### src/rtl/core/mctl_pkg.sv
// Shared types and constants for the top-k log-loss core.
// No dependencies.
package mctl_pkg;
    localparam int MaxPredictorsDefault = 8;
    localparam int ProbFloorDefault = 1;
    localparam int Depth = 8;
    localparam logic [15:0] Ln2Q16 = 16'd45426;
    localparam logic [3:0] MantissaMsb = 4'd15;

    typedef enum logic [0:0]
    {
        REG_PREDICTORS = 1'b0,
        REG_PICKS = 1'b1
    } reg_index_t;

    typedef enum logic [0:0]
    {
        REQ_PROB = 1'b0,
        REQ_BATCH = 1'b1
    } req_t;

    typedef struct packed
    {
        logic       batch;
        logic [2:0] idx;
        logic [15:0] loss;
        logic       last_in_sample;
    } job_t;

    typedef enum logic [2:0]
    {
        BK_IDLE,
        BK_SEL,
        BK_ACC,
        BK_DIV,
        BK_OUT
    } bk_state_t;

    typedef enum logic [1:0]
    {
        FR_IDLE,
        FR_SQR,
        FR_SCALE,
        FR_PUSH
    } fr_state_t;

    typedef struct packed
    {
        logic       kind;
        logic [2:0] who;
        logic [2:0] rank;
        logic [15:0] loss;
        logic       last;
    } result_t;
endpackage

### src/rtl/core/mctl_front.sv
// Front end: accepts items and turns each probability into -ln(p) in Q4.12
// by iterative squaring. Depends on mctl_pkg.
module mctl_front
    import mctl_pkg::*;
#(
    parameter int PROB_FLOOR = ProbFloorDefault
)
(
    input  logic        clk,
    input  logic        rst_n,
    input  logic        in_valid,
    output logic        in_stall,
    input  logic        req_type,
    input  logic [2:0]  pred_index,
    input  logic [15:0] prob,
    input  logic        last_in_sample,
    output logic        job_valid,
    input  logic        job_stall,
    output job_t        job
);
    fr_state_t   state_reg, state_next;
    logic [16:0] x_reg, x_next;
    logic [15:0] f_reg, f_next;
    logic [3:0]  e_reg, e_next;
    logic [3:0]  cnt_reg, cnt_next;
    logic [20:0] l2_reg, l2_next;
    job_t        job_reg, job_next;
    logic [15:0] p;
    logic [3:0]  e;
    logic [33:0] sq;
    logic [16:0] xs;
    logic [37:0] prod;

    always_comb
    begin
        p = (prob < 16'(PROB_FLOOR)) ? 16'(PROB_FLOOR) : prob;
        if (p == 16'd0)
        begin
            p = 16'd1;
        end
        e = 4'd0;
        for (int i = 1; i < 16; i++)
        begin
            if (p[i])
            begin
                e = 4'(i);
            end
        end
        sq = 34'(x_reg) * 34'(x_reg);
        xs = sq[31:15];
        prod = 38'(l2_reg) * 38'(Ln2Q16) + 38'(1 << 19);
    end

    always_ff @(posedge clk or negedge rst_n)
    begin
        if (!rst_n)
        begin
            state_reg <= FR_IDLE;
        end
        else
        begin
            state_reg <= state_next;
        end
    end

    always_ff @(posedge clk)
    begin
        x_reg <= x_next;
        f_reg <= f_next;
        e_reg <= e_next;
        cnt_reg <= cnt_next;
        l2_reg <= l2_next;
        job_reg <= job_next;
    end

    always_comb
    begin
        state_next = state_reg;
        x_next = x_reg;
        f_next = f_reg;
        e_next = e_reg;
        cnt_next = cnt_reg;
        l2_next = l2_reg;
        job_next = job_reg;
        in_stall = 1'b1;
        job_valid = 1'b0;
        case (state_reg)
            FR_IDLE:
            begin
                in_stall = 1'b0;
                if (in_valid)
                begin
                    job_next.batch = req_type;
                    job_next.idx = pred_index;
                    job_next.last_in_sample = last_in_sample;
                    job_next.loss = 16'd0;
                    x_next = 17'((32'(p) << (MantissaMsb - e)));
                    e_next = e;
                    f_next = 16'd0;
                    cnt_next = 4'd0;
                    state_next = (req_type == REQ_BATCH) ? FR_PUSH : FR_SQR;
                end
            end
            FR_SQR:
            begin
                f_next = {f_reg[14:0], xs[16]};
                x_next = xs[16] ? {1'b0, xs[16:1]} : xs;
                cnt_next = cnt_reg + 4'd1;
                if (cnt_reg == 4'd15)
                begin
                    l2_next = 21'((32'd16 << 16) - ((32'(e_reg) << 16) + 32'(f_next)));
                    state_next = FR_SCALE;
                end
            end
            FR_SCALE:
            begin
                job_next.loss = prod[35:20];
                state_next = FR_PUSH;
            end
            FR_PUSH:
            begin
                job_valid = 1'b1;
                if (!job_stall)
                begin
                    state_next = FR_IDLE;
                end
            end
            default:
            begin
                state_next = FR_IDLE;
            end
        endcase
    end

    assign job = job_reg;
endmodule

### src/rtl/core/mctl_queue.sv
// Two-entry queue between front and back ends. Depends on mctl_pkg.
module mctl_queue
    import mctl_pkg::*;
(
    input  logic clk,
    input  logic rst_n,
    input  logic wr_valid,
    output logic wr_stall,
    input  job_t wr_data,
    output logic rd_valid,
    input  logic rd_ready,
    output job_t rd_data
);
    job_t       mem_reg [2];
    logic       wp_reg, rp_reg;
    logic [1:0] cnt_reg;
    logic       wr, rd;

    assign wr_stall = (cnt_reg == 2'd2);
    assign rd_valid = (cnt_reg != 2'd0);
    assign wr = wr_valid && !wr_stall;
    assign rd = rd_valid && rd_ready;
    assign rd_data = mem_reg[rp_reg];

    always_ff @(posedge clk)
    begin
        if (wr)
        begin
            mem_reg[wp_reg] <= wr_data;
        end
    end

    always_ff @(posedge clk or negedge rst_n)
    begin
        if (!rst_n)
        begin
            wp_reg <= 1'b0;
            rp_reg <= 1'b0;
            cnt_reg <= 2'd0;
        end
        else
        begin
            if (wr)
            begin
                wp_reg <= ~wp_reg;
            end
            if (rd)
            begin
                rp_reg <= ~rp_reg;
            end
            cnt_reg <= cnt_reg + {1'b0, wr} - {1'b0, rd};
        end
    end
endmodule

### src/rtl/core/mctl_back.sv
// Back end: stores losses, selects picks one rank per pass, accumulates,
// and divides for batch reports. Depends on mctl_pkg.
module mctl_back
    import mctl_pkg::*;
#(
    parameter int MAX_PREDICTORS = MaxPredictorsDefault
)
(
    input  logic       clk,
    input  logic       rst_n,
    input  logic       cfg_we,
    input  logic [0:0] cfg_index,
    input  logic [3:0] cfg_data,
    input  logic       job_valid,
    output logic       job_ready,
    input  job_t       job,
    output logic       out_valid,
    input  logic       out_stall,
    output result_t    res,
    output logic       busy
);
    localparam int Lim = (MAX_PREDICTORS < Depth) ? MAX_PREDICTORS : Depth;

    bk_state_t   state_reg, state_next;
    logic [3:0]  npr_reg, pick_reg;
    logic [15:0] sl_reg [Depth];
    logic [31:0] sum_reg [Depth];
    logic [15:0] cnt_reg [Depth];
    logic [Depth-1:0] taken_reg, taken_next;
    logic [3:0]  scan_reg, scan_next;
    logic [3:0]  best_reg, best_next;
    logic [2:0]  rank_reg, rank_next;
    logic [31:0] rem_reg, rem_next;
    logic [31:0] quo_reg, quo_next;
    logic [5:0]  bit_reg, bit_next;
    result_t     res_reg, res_next;
    logic        do_acc, do_clear;
    logic [3:0]  np, k;
    logic [32:0] trial;
    logic [32:0] ssum;

    always_comb
    begin
        np = npr_reg;
        if (np < 4'd2)
        begin
            np = 4'd2;
        end
        if (np > 4'(Lim))
        begin
            np = 4'(Lim);
        end
        k = pick_reg;
        if (k < 4'd1)
        begin
            k = 4'd1;
        end
        if (k > np)
        begin
            k = np;
        end
        trial = {rem_reg, quo_reg[31]} - 33'(cnt_reg[scan_reg[2:0]]);
        ssum = 33'(sum_reg[best_reg[2:0]]) + 33'(sl_reg[best_reg[2:0]]);
    end

    always_ff @(posedge clk or negedge rst_n)
    begin
        if (!rst_n)
        begin
            state_reg <= BK_IDLE;
            npr_reg <= 4'd8;
            pick_reg <= 4'd1;
            for (int i = 0; i < Depth; i++)
            begin
                sum_reg[i] <= 32'd0;
                cnt_reg[i] <= 16'd0;
            end
        end
        else
        begin
            state_reg <= state_next;
            if (cfg_we)
            begin
                if (cfg_index == REG_PREDICTORS)
                begin
                    npr_reg <= cfg_data;
                end
                else
                begin
                    pick_reg <= cfg_data;
                end
            end
            if (do_acc)
            begin
                sum_reg[best_reg[2:0]] <= ssum[32] ? 32'hFFFFFFFF : ssum[31:0];
                if (cnt_reg[best_reg[2:0]] != 16'hFFFF)
                begin
                    cnt_reg[best_reg[2:0]] <= cnt_reg[best_reg[2:0]] + 16'd1;
                end
            end
            if (do_clear)
            begin
                for (int i = 0; i < Depth; i++)
                begin
                    sum_reg[i] <= 32'd0;
                    cnt_reg[i] <= 16'd0;
                end
            end
        end
    end

    always_ff @(posedge clk)
    begin
        if (state_reg == BK_IDLE && job_valid && !job.batch)
        begin
            sl_reg[job.idx] <= job.loss;
        end
        taken_reg <= taken_next;
        scan_reg <= scan_next;
        best_reg <= best_next;
        rank_reg <= rank_next;
        rem_reg <= rem_next;
        quo_reg <= quo_next;
        bit_reg <= bit_next;
        res_reg <= res_next;
    end

    always_comb
    begin
        state_next = state_reg;
        taken_next = taken_reg;
        scan_next = scan_reg;
        best_next = best_reg;
        rank_next = rank_reg;
        rem_next = rem_reg;
        quo_next = quo_reg;
        bit_next = bit_reg;
        res_next = res_reg;
        job_ready = 1'b0;
        out_valid = 1'b0;
        do_acc = 1'b0;
        do_clear = 1'b0;
        case (state_reg)
            BK_IDLE:
            begin
                job_ready = 1'b1;
                if (job_valid)
                begin
                    taken_next = '0;
                    rank_next = 3'd0;
                    scan_next = 4'd0;
                    best_next = 4'(Depth);
                    if (job.batch)
                    begin
                        rem_next = 32'd0;
                        quo_next = sum_reg[0];
                        bit_next = 6'd0;
                        state_next = BK_DIV;
                    end
                    else if (job.last_in_sample)
                    begin
                        state_next = BK_SEL;
                    end
                end
            end
            BK_SEL:
            begin
                if (!taken_reg[scan_reg[2:0]] &&
                    (best_reg == 4'(Depth) ||
                     sl_reg[scan_reg[2:0]] < sl_reg[best_reg[2:0]]))
                begin
                    best_next = scan_reg;
                end
                scan_next = scan_reg + 4'd1;
                if (scan_reg + 4'd1 == np)
                begin
                    state_next = BK_ACC;
                end
            end
            BK_ACC:
            begin
                do_acc = 1'b1;
                taken_next[best_reg[2:0]] = 1'b1;
                res_next.kind = 1'b0;
                res_next.who = best_reg[2:0];
                res_next.rank = rank_reg;
                res_next.loss = sl_reg[best_reg[2:0]];
                res_next.last = (4'(rank_reg) + 4'd1 == k);
                state_next = BK_OUT;
            end
            BK_DIV:
            begin
                if (cnt_reg[scan_reg[2:0]] == 16'd0)
                begin
                    quo_next = 32'd0;
                    bit_next = 6'd32;
                end
                else if (!trial[32])
                begin
                    rem_next = trial[31:0];
                    quo_next = {quo_reg[30:0], 1'b1};
                    bit_next = bit_reg + 6'd1;
                end
                else
                begin
                    rem_next = {rem_reg[30:0], quo_reg[31]};
                    quo_next = {quo_reg[30:0], 1'b0};
                    bit_next = bit_reg + 6'd1;
                end
                if (bit_next == 6'd32)
                begin
                    res_next.kind = 1'b1;
                    res_next.who = scan_reg[2:0];
                    res_next.rank = 3'd0;
                    res_next.loss = (quo_next[31:16] != 16'd0) ? 16'hFFFF : quo_next[15:0];
                    res_next.last = (scan_reg + 4'd1 == np);
                    state_next = BK_OUT;
                end
            end
            BK_OUT:
            begin
                out_valid = 1'b1;
                if (!out_stall)
                begin
                    if (res_reg.kind)
                    begin
                        if (res_reg.last)
                        begin
                            do_clear = 1'b1;
                            state_next = BK_IDLE;
                        end
                        else
                        begin
                            scan_next = scan_reg + 4'd1;
                            rem_next = 32'd0;
                            quo_next = sum_reg[3'(scan_reg + 4'd1)];
                            bit_next = 6'd0;
                            state_next = BK_DIV;
                        end
                    end
                    else if (res_reg.last)
                    begin
                        state_next = BK_IDLE;
                    end
                    else
                    begin
                        rank_next = rank_reg + 3'd1;
                        scan_next = 4'd0;
                        best_next = 4'(Depth);
                        state_next = BK_SEL;
                    end
                end
            end
            default:
            begin
                state_next = BK_IDLE;
            end
        endcase
    end

    assign res = res_reg;
    assign busy = (state_reg != BK_IDLE);
endmodule

### src/rtl/core/multiple_choice_topk_log_loss_core.sv
// Top level of the top-k log-loss core: front end, queue and back end.
// Depends on mctl_pkg, mctl_front, mctl_queue and mctl_back.
//
// Input channel (in_valid/in_stall) takes one beat per predictor probability
// or one end-of-batch beat. Output channel (out_valid/out_stall) gives
// assignment and mean-loss beats, with last on the final beat of a run.
// Configuration is a write port: cfg_we, cfg_index, cfg_data.
// In the front end a probability beat runs the 16-step squaring logarithm,
// one bit per cycle, then a scaling step and the handoff.
// At the end of a sample the back end scans P losses for each of the k
// picks. A batch report runs a 32-step radix-2 divider per predictor,
// skipped for a predictor with no picks, to give each report beat.
// The two-entry queue lets the front end work on the next beat while the
// back end selects or waits on a stalled output.
// Reset clears sums, counts and registers to their reset values; sample
// losses are undefined until written. A stalled output holds its beat and
// back-pressure reaches the input through the queue.
module multiple_choice_topk_log_loss_core
    import mctl_pkg::*;
#(
    parameter int MAX_PREDICTORS = MaxPredictorsDefault,
    parameter int PROB_FLOOR = ProbFloorDefault
)
(
    input  logic        clk,
    input  logic        rst_n,
    input  logic        cfg_we,
    input  logic [0:0]  cfg_index,
    input  logic [3:0]  cfg_data,
    input  logic        in_valid,
    output logic        in_stall,
    input  logic        req_type,
    input  logic [2:0]  pred_index,
    input  logic [15:0] prob,
    input  logic        last_in_sample,
    output logic        out_valid,
    input  logic        out_stall,
    output logic        kind,
    output logic [2:0]  chosen_predictor,
    output logic [2:0]  rank,
    output logic [15:0] mean_loss,
    output logic        last
);
    logic    fj_valid, fj_stall, qj_valid, qj_ready, busy;
    job_t    fj, qj;
    result_t res;

    mctl_front #(.PROB_FLOOR(PROB_FLOOR)) u_front
    (
        .clk(clk), .rst_n(rst_n), .in_valid(in_valid), .in_stall(in_stall),
        .req_type(req_type), .pred_index(pred_index), .prob(prob),
        .last_in_sample(last_in_sample), .job_valid(fj_valid),
        .job_stall(fj_stall), .job(fj)
    );

    mctl_queue u_queue
    (
        .clk(clk), .rst_n(rst_n), .wr_valid(fj_valid), .wr_stall(fj_stall),
        .wr_data(fj), .rd_valid(qj_valid), .rd_ready(qj_ready), .rd_data(qj)
    );

    mctl_back #(.MAX_PREDICTORS(MAX_PREDICTORS)) u_back
    (
        .clk(clk), .rst_n(rst_n), .cfg_we(cfg_we), .cfg_index(cfg_index),
        .cfg_data(cfg_data), .job_valid(qj_valid), .job_ready(qj_ready),
        .job(qj), .out_valid(out_valid), .out_stall(out_stall), .res(res),
        .busy(busy)
    );

    assign kind = res.kind;
    assign chosen_predictor = res.who;
    assign rank = res.rank;
    assign mean_loss = res.loss;
    assign last = res.last;

    a_out_busy: assert property (@(posedge clk) disable iff (!rst_n)
        out_valid |-> busy)
        else $error("output beat without back-end activity");
    a_assign_loss: assert property (@(posedge clk) disable iff (!rst_n)
        (out_valid && !kind) |-> (mean_loss <= 16'd45426))
        else $error("assignment loss out of range");
    a_hold: assert property (@(posedge clk) disable iff (!rst_n)
        (out_valid && out_stall) |=> (out_valid && $stable(mean_loss)))
        else $error("stalled result changed");
endmodule

### config.mk
export PLATFORM = sky130hd
export DESIGN_NAME = multiple_choice_topk_log_loss_core
export DESIGN_NICKNAME = d
export VERILOG_FILES = /design/src/rtl/core/mctl_pkg.sv /design/src/rtl/core/mctl_front.sv /design/src/rtl/core/mctl_queue.sv /design/src/rtl/core/mctl_back.sv /design/src/rtl/core/multiple_choice_topk_log_loss_core.sv
export SDC_FILE = /design/constraint.sdc
export NUM_CORES = 2
export LEC_CHECK = 0
export BUFFER_PORTS_ARGS = -buffer_cell sky130_fd_sc_hd__clkbuf_2
export CAP_MARGIN = 15
export CORE_ASPECT_RATIO = 0.8
export CORE_MARGIN = 1.5
export CORE_UTILIZATION = 59
export DETAILED_ROUTE_END_ITERATION = 8
export PLACE_DENSITY = 0.78
export SLEW_MARGIN = 40
export SYNTH_ARGS = -nofsm -noshare
export SYNTH_HDL_FRONTEND = slang
export SYNTH_SLANG_ARGS = --single-unit
export TNS_END_PERCENT = 20
### constraint.sdc
create_clock -name clk -period 7.8 [get_ports clk]
set_input_delay 1.95 -clock clk [delete_from_list [all_inputs] [get_ports clk]]
set_output_delay 1.95 -clock clk [all_outputs]
set_load 0.05 [all_outputs]
**Yosys cells after proc, flatten, opt, wreduce, memory -nomap -nowiden**

Memory sizes are Yosys's and may differ from the RTL's. A register that Yosys moved wholly into a read port is not among the register bits.
Index checks and enable logic that the tools add are counted.

- $add $sub $neg: 14
- Multiply operators: 2
- Order comparisons: 13
- Eq/ne operators: 28
- Shift-type cells: 1
- Muxes and demuxes: 135
- Bitwise logic cells: 7
- Reductions and logical operators: 42

Operator list:

| kind | number |
|---|---|
| $mux W32 | 20 |
| $mux W256 | 2 |
| $mux W128 | 3 |
| $bwmux W256 | 1 |
| $bmux W32 S3 | 2 |
| $pmux W32 S3 | 2 |
| $mux W16 | 9 |
| $bwmux W128 | 1 |
| $mux W4 | 29 |
| $bmux W16 S3 | 2 |
| $demux W32 S3 | 1 |
| $demux W16 S3 | 1 |
| $pmux W24 S2 | 1 |
| $mux W6 | 7 |
| $mux W3 | 13 |
| $add A36 B20 Y36 const B | 1 |
| $mul A21 B15 Y35 const B | 1 |
| $mux W17 | 2 |
| $pmux W17 S2 | 1 |
| $add A32 B16 Y33 | 1 |
| $sub A33 B16 Y33 | 1 |
| $logic_not A16 Y1 | 2 |
| $mul A17 B17 Y32 | 1 |
| $pmux W16 S2 | 1 |
| 64 further kinds | 137 |

- Register bits after elaboration: 596
- Memory bits (writable): 170
- Memories: 2

Memories:

| memory | words | width | read ports | clocked after Yosys merged registers in | write ports | RTL line | source |
|---|---|---|---|---|---|---|---|
| u_back.sl_reg | 8 | 16 | 2 | 2 | 1 | mctl_back.sv:26 | `logic [15:0] sl_reg [Depth];` |
| u_queue.mem_reg | 2 | 21 | 1 | 0 | 1 | mctl_queue.sv:14 | `job_t mem_reg [2];` |

**Longest topological paths before layout**

- Depth in word-level cells: 23
- Mapped depth: 36
- Mapped depth without buffers: 34

**Modules after synthesis**

Synthesis repeated with hierarchy kept, for this count alone.

- Cell total of the unflattened synthesis: 4763
- Area, all modules: 53963.0 um2

By module, submodules not included:

| module | instances | cells each | area an instance (um2) | sequential area each (um2) |
|---|---|---|---|---|
| mctl_back | 1 | 2808 | 34321.7 | 17244.0 |
| mctl_front | 1 | 1872 | 17923.4 | 2512.4 |
| mctl_queue | 1 | 83 | 1717.9 | 1361.3 |

**Least setup slack after synthesis**

OpenSTA, ideal clock, no wires.

- Kind: register to register
- Start point: register u_front.x_reg[2]
- End point: register u_front.l2_reg[19] (data pin)
- Library setup time: 0.263 ns
- Arrival: 8.136 ns
- Data required time: 7.537 ns
- Slack: -0.600 ns
- Stages on the path, launching flop included: 35
- Path buffers: 3
- Clock period less this slack: 8.400 ns
- Cell sequence: edfxtp_1 clkbuf_1 clkbuf_1 nand2_1 fa_1 inv_1 fa_1 fa_1 fa_1 fa_1 inv_1 fa_1 inv_1 ha_1 a211oi_1 o21ai_0 a211oi_1 a211oi_1 o21ai_0 o31ai_1 xnor2_1 clkbuf_1 ha_1 inv_1 ha_1 o21bai_1 a21oi_1 o21bai_1 a21oi_1 o21bai_1 a21oi_1 o211ai_1 a2111o_1 o21ai_0 a2111o_1

- Cells in the longest elaborated chain, start to end: 3

RTL lines:

| element | RTL line | source |
|---|---|---|
| from (decl) | mctl_front.sv:22 | `logic [16:0] x_reg, x_next;` |
| from (signal assigned) | mctl_front.sv:68 | `x_reg <= x_next;` |
| $mul A17 B17 Y32 | mctl_front.sv:49 | `sq = 34'(x_reg) * 34'(x_reg);` |
| $add A20 B16 Y21 | mctl_front.sv:111 | `l2_next = 21'((32'd16 << 16) - ((32'(e_reg) << 16) + 32'(f_next)));` |
| $sub A21 B21 Y21 | mctl_front.sv:111 |  |
| to (signal assigned) | mctl_front.sv:72 | `l2_reg <= l2_next;` |
| to (decl) | mctl_front.sv:26 | `logic [20:0] l2_reg, l2_next;` |

Every way passes these cells.
A chain may end at the register's enable or synchronous reset.

**Worst setup path after layout**

- Start point: register u_front.x_reg[7]
- End point: register u_front.l2_reg[19] (data pin)

The elaborated chain is that of the path after synthesis.

==> metrics.md <==
| Metric | Value |
|---|---|
| Status | `finished, final reports clean` |
| Register Area | `between 20000 and 25000 sq um` |
| Area Growth Syn to Fin | `9.95%` |
| WHS | `around 450 ps` |
| Number of max-cap violations | `0` |
| DRC Markers | `0` |
| Final Max Slew Viols | `0` |
| Largest net degree at the start of global routing | `129` |
| Initial DRC Count | `roughly 5300` |
| Post-Syn Instances | `roughly 4700` |
| Die Y-Extent | `approximately 270 microns` |
| Yosys cell types | `between 90 and 100` |
| Final hold violation count | `0` |
| Post-route minimum period | `between 7000 and 8000 ps` |
| Register area share after synthesis | `around 39%` |
| Post-synth ARST share | `slightly above 50%` |
| Num CTS Buffers | `about 80` |
| Routed vias/inst | `roughly 6.6` |
| Chip width | `341 microns` |
| Fillers | `between 6000 and 7000` |
| Clock skew | `around 40 ps` |
| Post-synth EDFFs | `approximately 370` |
| Post-synthesis simple-gate area fraction | `a little under a tenth` |
| Yosys warnings | `0` |
| Hold Buf Count CTS | `0` |
| Hpwl dp | `slightly below 100000 microns` |
| Critical-path top delay cell | `fa_1` |
| Rel. slew slack | `between 40% and 50%` |
| GRT overflow | `0` |
| CP top delay family | `adder cells` |
| CP Capture Type | `flip-flop` |
| Die area | `93000 sq um` |
| Std-Cell Rows | `just under 100` |
| Synth Area in Adders | `between 10% and 20%` |
| Syn_nets | `5342` |
| Clk pin slew, worst setup/hold paths | `roughly 80 ps` |
| Crit-path most repeated cell | `fa_1` |
| Final WL | `about 150000 microns` |
| Largest family of logic cells by synthesized area | `adder cells` |
| Clock Latency Late Sink | `670 ps` |
| Commonest register cell after synthesis | `dfrtp_1` |
| Placer congestion estimate | `0.911` |
| Slew at the pin with the worst max-slew slack | `895 ps` |
| H-tree levels | `3` |
| WL/cell | `~24 microns` |
| Share of post-route cells with drive strength above 1 | `16.7%` |
| Final period utilization | `98.7%` |
| Core Box Area | `89900 sq um` |
| Initial antenna violation count | `2` |
| Compound-Gate Fraction of Synth Area | `between 10% and 20%` |
| Vias in the first global route | `between 40000 and 50000` |
| Port bufs | `56` |
| Crit path DAT | `between 8000 and 9000 ps` |
| Crit Path Class | `reg2reg` |
| Sinks on Clock Net | `772` |
| Worst EP required | `8210 ps` |
| Largest fanout on the critical path | `6` |
| Unrepaired setup endpoints after global routing | `yes` |
| Commonest non-fill, non-tap cells in the layout | `inv_1, dfrtp_1, nand2_1, edfxtp_1, ha_1` |
| Largest stage delay, worst path | `slightly below 600 ps` |
| Buf/Inv on CP | `6` |
| Drt pass-1 iters | `8` |
| Synth Area in XOR/XNOR | `under 10%` |
| Vias | `between 40000 and 50000` |
| First-pass GRT wire length | `about 230000 microns` |
| Ports | `57` |
| Worst Hold Class | `reg2reg` |
| Root Buffer | `clkbuf_16` |
| Cell area after synthesis | `between 50000 and 60000 sq um` |
| Mux contribution to synthesized area | `~12%` |
| Post-synthesis register bit count | `just under 800` |
| Crit path launch type | `flip-flop` |
| Final-report setup violation count | `0` |
| Final net count | `approximately 5400` |
| Setup tns final | `0 ps` |
| GR Util All Layers | `about a third` |
| Starting Density | `about three fifths` |
| Antenna-violating nets left | `0` |
| Fmax | `130 MHz` |
| CTS tree | `built` |
| Synth Area per Inst | `11.4 sq um` |
| Max reg flops | `~260` |
| Footprint of the multi-input gates | `around 30000 sq um` |
| Most common cell after layout, fill and taps aside | `inv_1` |
| Clock Tree Buf Depth | `3` |
cell type report:
type                       count  area share [%]
clock inverter                33           0.622
timing repair buffer         262            3.29
inverter                     516            3.28
sequential                   772            35.7
antenna                        1         0.00423
multi-input combinational   3157            50.8
tap                         1200            2.54
clock buffer                 114            3.76
metrics by stage:
stage | worst slack [ps] | cell area, sq um | utilization [%] | std cells
CTS | 19.2 | 58800 | 65.4 | 6030
finish | 102 | 59200 | 65.8 | 6055
global route | -166 | 59200 | 65.8 | 6054
detailed placement | -144 | 56000 | 62.4 | 5869
global placement | 3.67 | 55900 | 62.2 | 5866
floorplan | 23.1 | 53900 | - | 4704
routing by layer:
layer | vias to the layer above | global-route usage (%) | share of wire [%] | wire [microns]
li1 | 17200 | - | - | -
met1 | 19700 | 43.2 | 39 | 57100
met2 | 2575 | 48.8 | 45 | 66600
met3 | 508 | 8.08 | 12 | 17700
met4 | 2 | 12.6 | 4.2 | 6260
met5 | - | 0 | 0.0088 | 13
cell families (layout without fill, tap and decap cells):
kind of cell / count (synthesis) / count (layout)
and+or+nand+nor: 1029 / 1029
AOI/OAI and AO/OA: 994 / 994
buffers and inverters: 775 / 925
DFF: 772 / 772
adders and majority gates: 607 / 607
muxes: 393 / 393
xor gates and xnor gates: 133 / 133
other: 1 / 2
path summary, 6_finish.rpt:
check	from	to	slack, ps	cells after the start
max in group asynchronous	rst_n	u_back.sum_reg[127]	5210	3
hold / removal	u_front.job[13]	u_queue.mem_reg[0][13]	450	0
min in group asynchronous	rst_n	u_back.state_reg[2]	1180	1
hold reg to reg	u_front.job[13]	u_queue.mem_reg[0][13]	450	0
setup reg to reg	u_front.x_reg[7]	u_front.l2_reg[19]	100	32
setup / recovery	u_front.x_reg[7]	u_front.l2_reg[19]	100	32
cell usage after synthesis, types with 22 or more instances:
| library cell | n | share of area [%] |
|---|---|---|
| inv_1 | 511 | 3.6 |
| dfrtp_1 | 399 | 19 |
| nand2_1 | 379 | 2.6 |
| edfxtp_1 | 365 | 20 |
| ha_1 | 315 | 7.3 |
| fa_1 | 292 | 11 |
| a22o_1 | 288 | 4.7 |
| nor2_1 | 229 | 1.6 |
| mux4_2 | 206 | 8.6 |
| clkbuf_1 | 185 | 1.3 |
| o21ai_0 | 166 | 1.5 |
| a21oi_1 | 164 | 1.5 |
| mux2_2 | 91 | 1.9 |
| mux2i_1 | 91 | 1.7 |
| xnor2_1 | 89 | 1.4 |
| and2_1 | 78 | 0.91 |
| nand3_1 | 70 | 0.65 |
| nor3_1 | 48 | 0.45 |
| o21ai_1 | 45 | 0.42 |
| xor2_1 | 44 | 0.72 |
| a221oi_1 | 42 | 0.68 |
| a221o_1 | 38 | 0.71 |
| or3_1 | 37 | 0.43 |
| a21o_1 | 33 | 0.46 |
| nor2b_1 | 29 | 0.34 |
| nand4_1 | 28 | 0.33 |
| o21a_1 | 26 | 0.36 |
| buf_1 | 25 | 0.17 |
| o31ai_1 | 23 | 0.32 |
| nor4_1 | 22 | 0.26 |
timing repair:
action                                  4_1_cts  5_1_grt
resized for setup                             3       48
pin swaps                                     2       41
setup buffers                                14       23
endpoints found under the setup margin        3        8
Power is not shown: default switching activity piles up to over one toggle a cycle in this logic, so the estimate is an artifact.
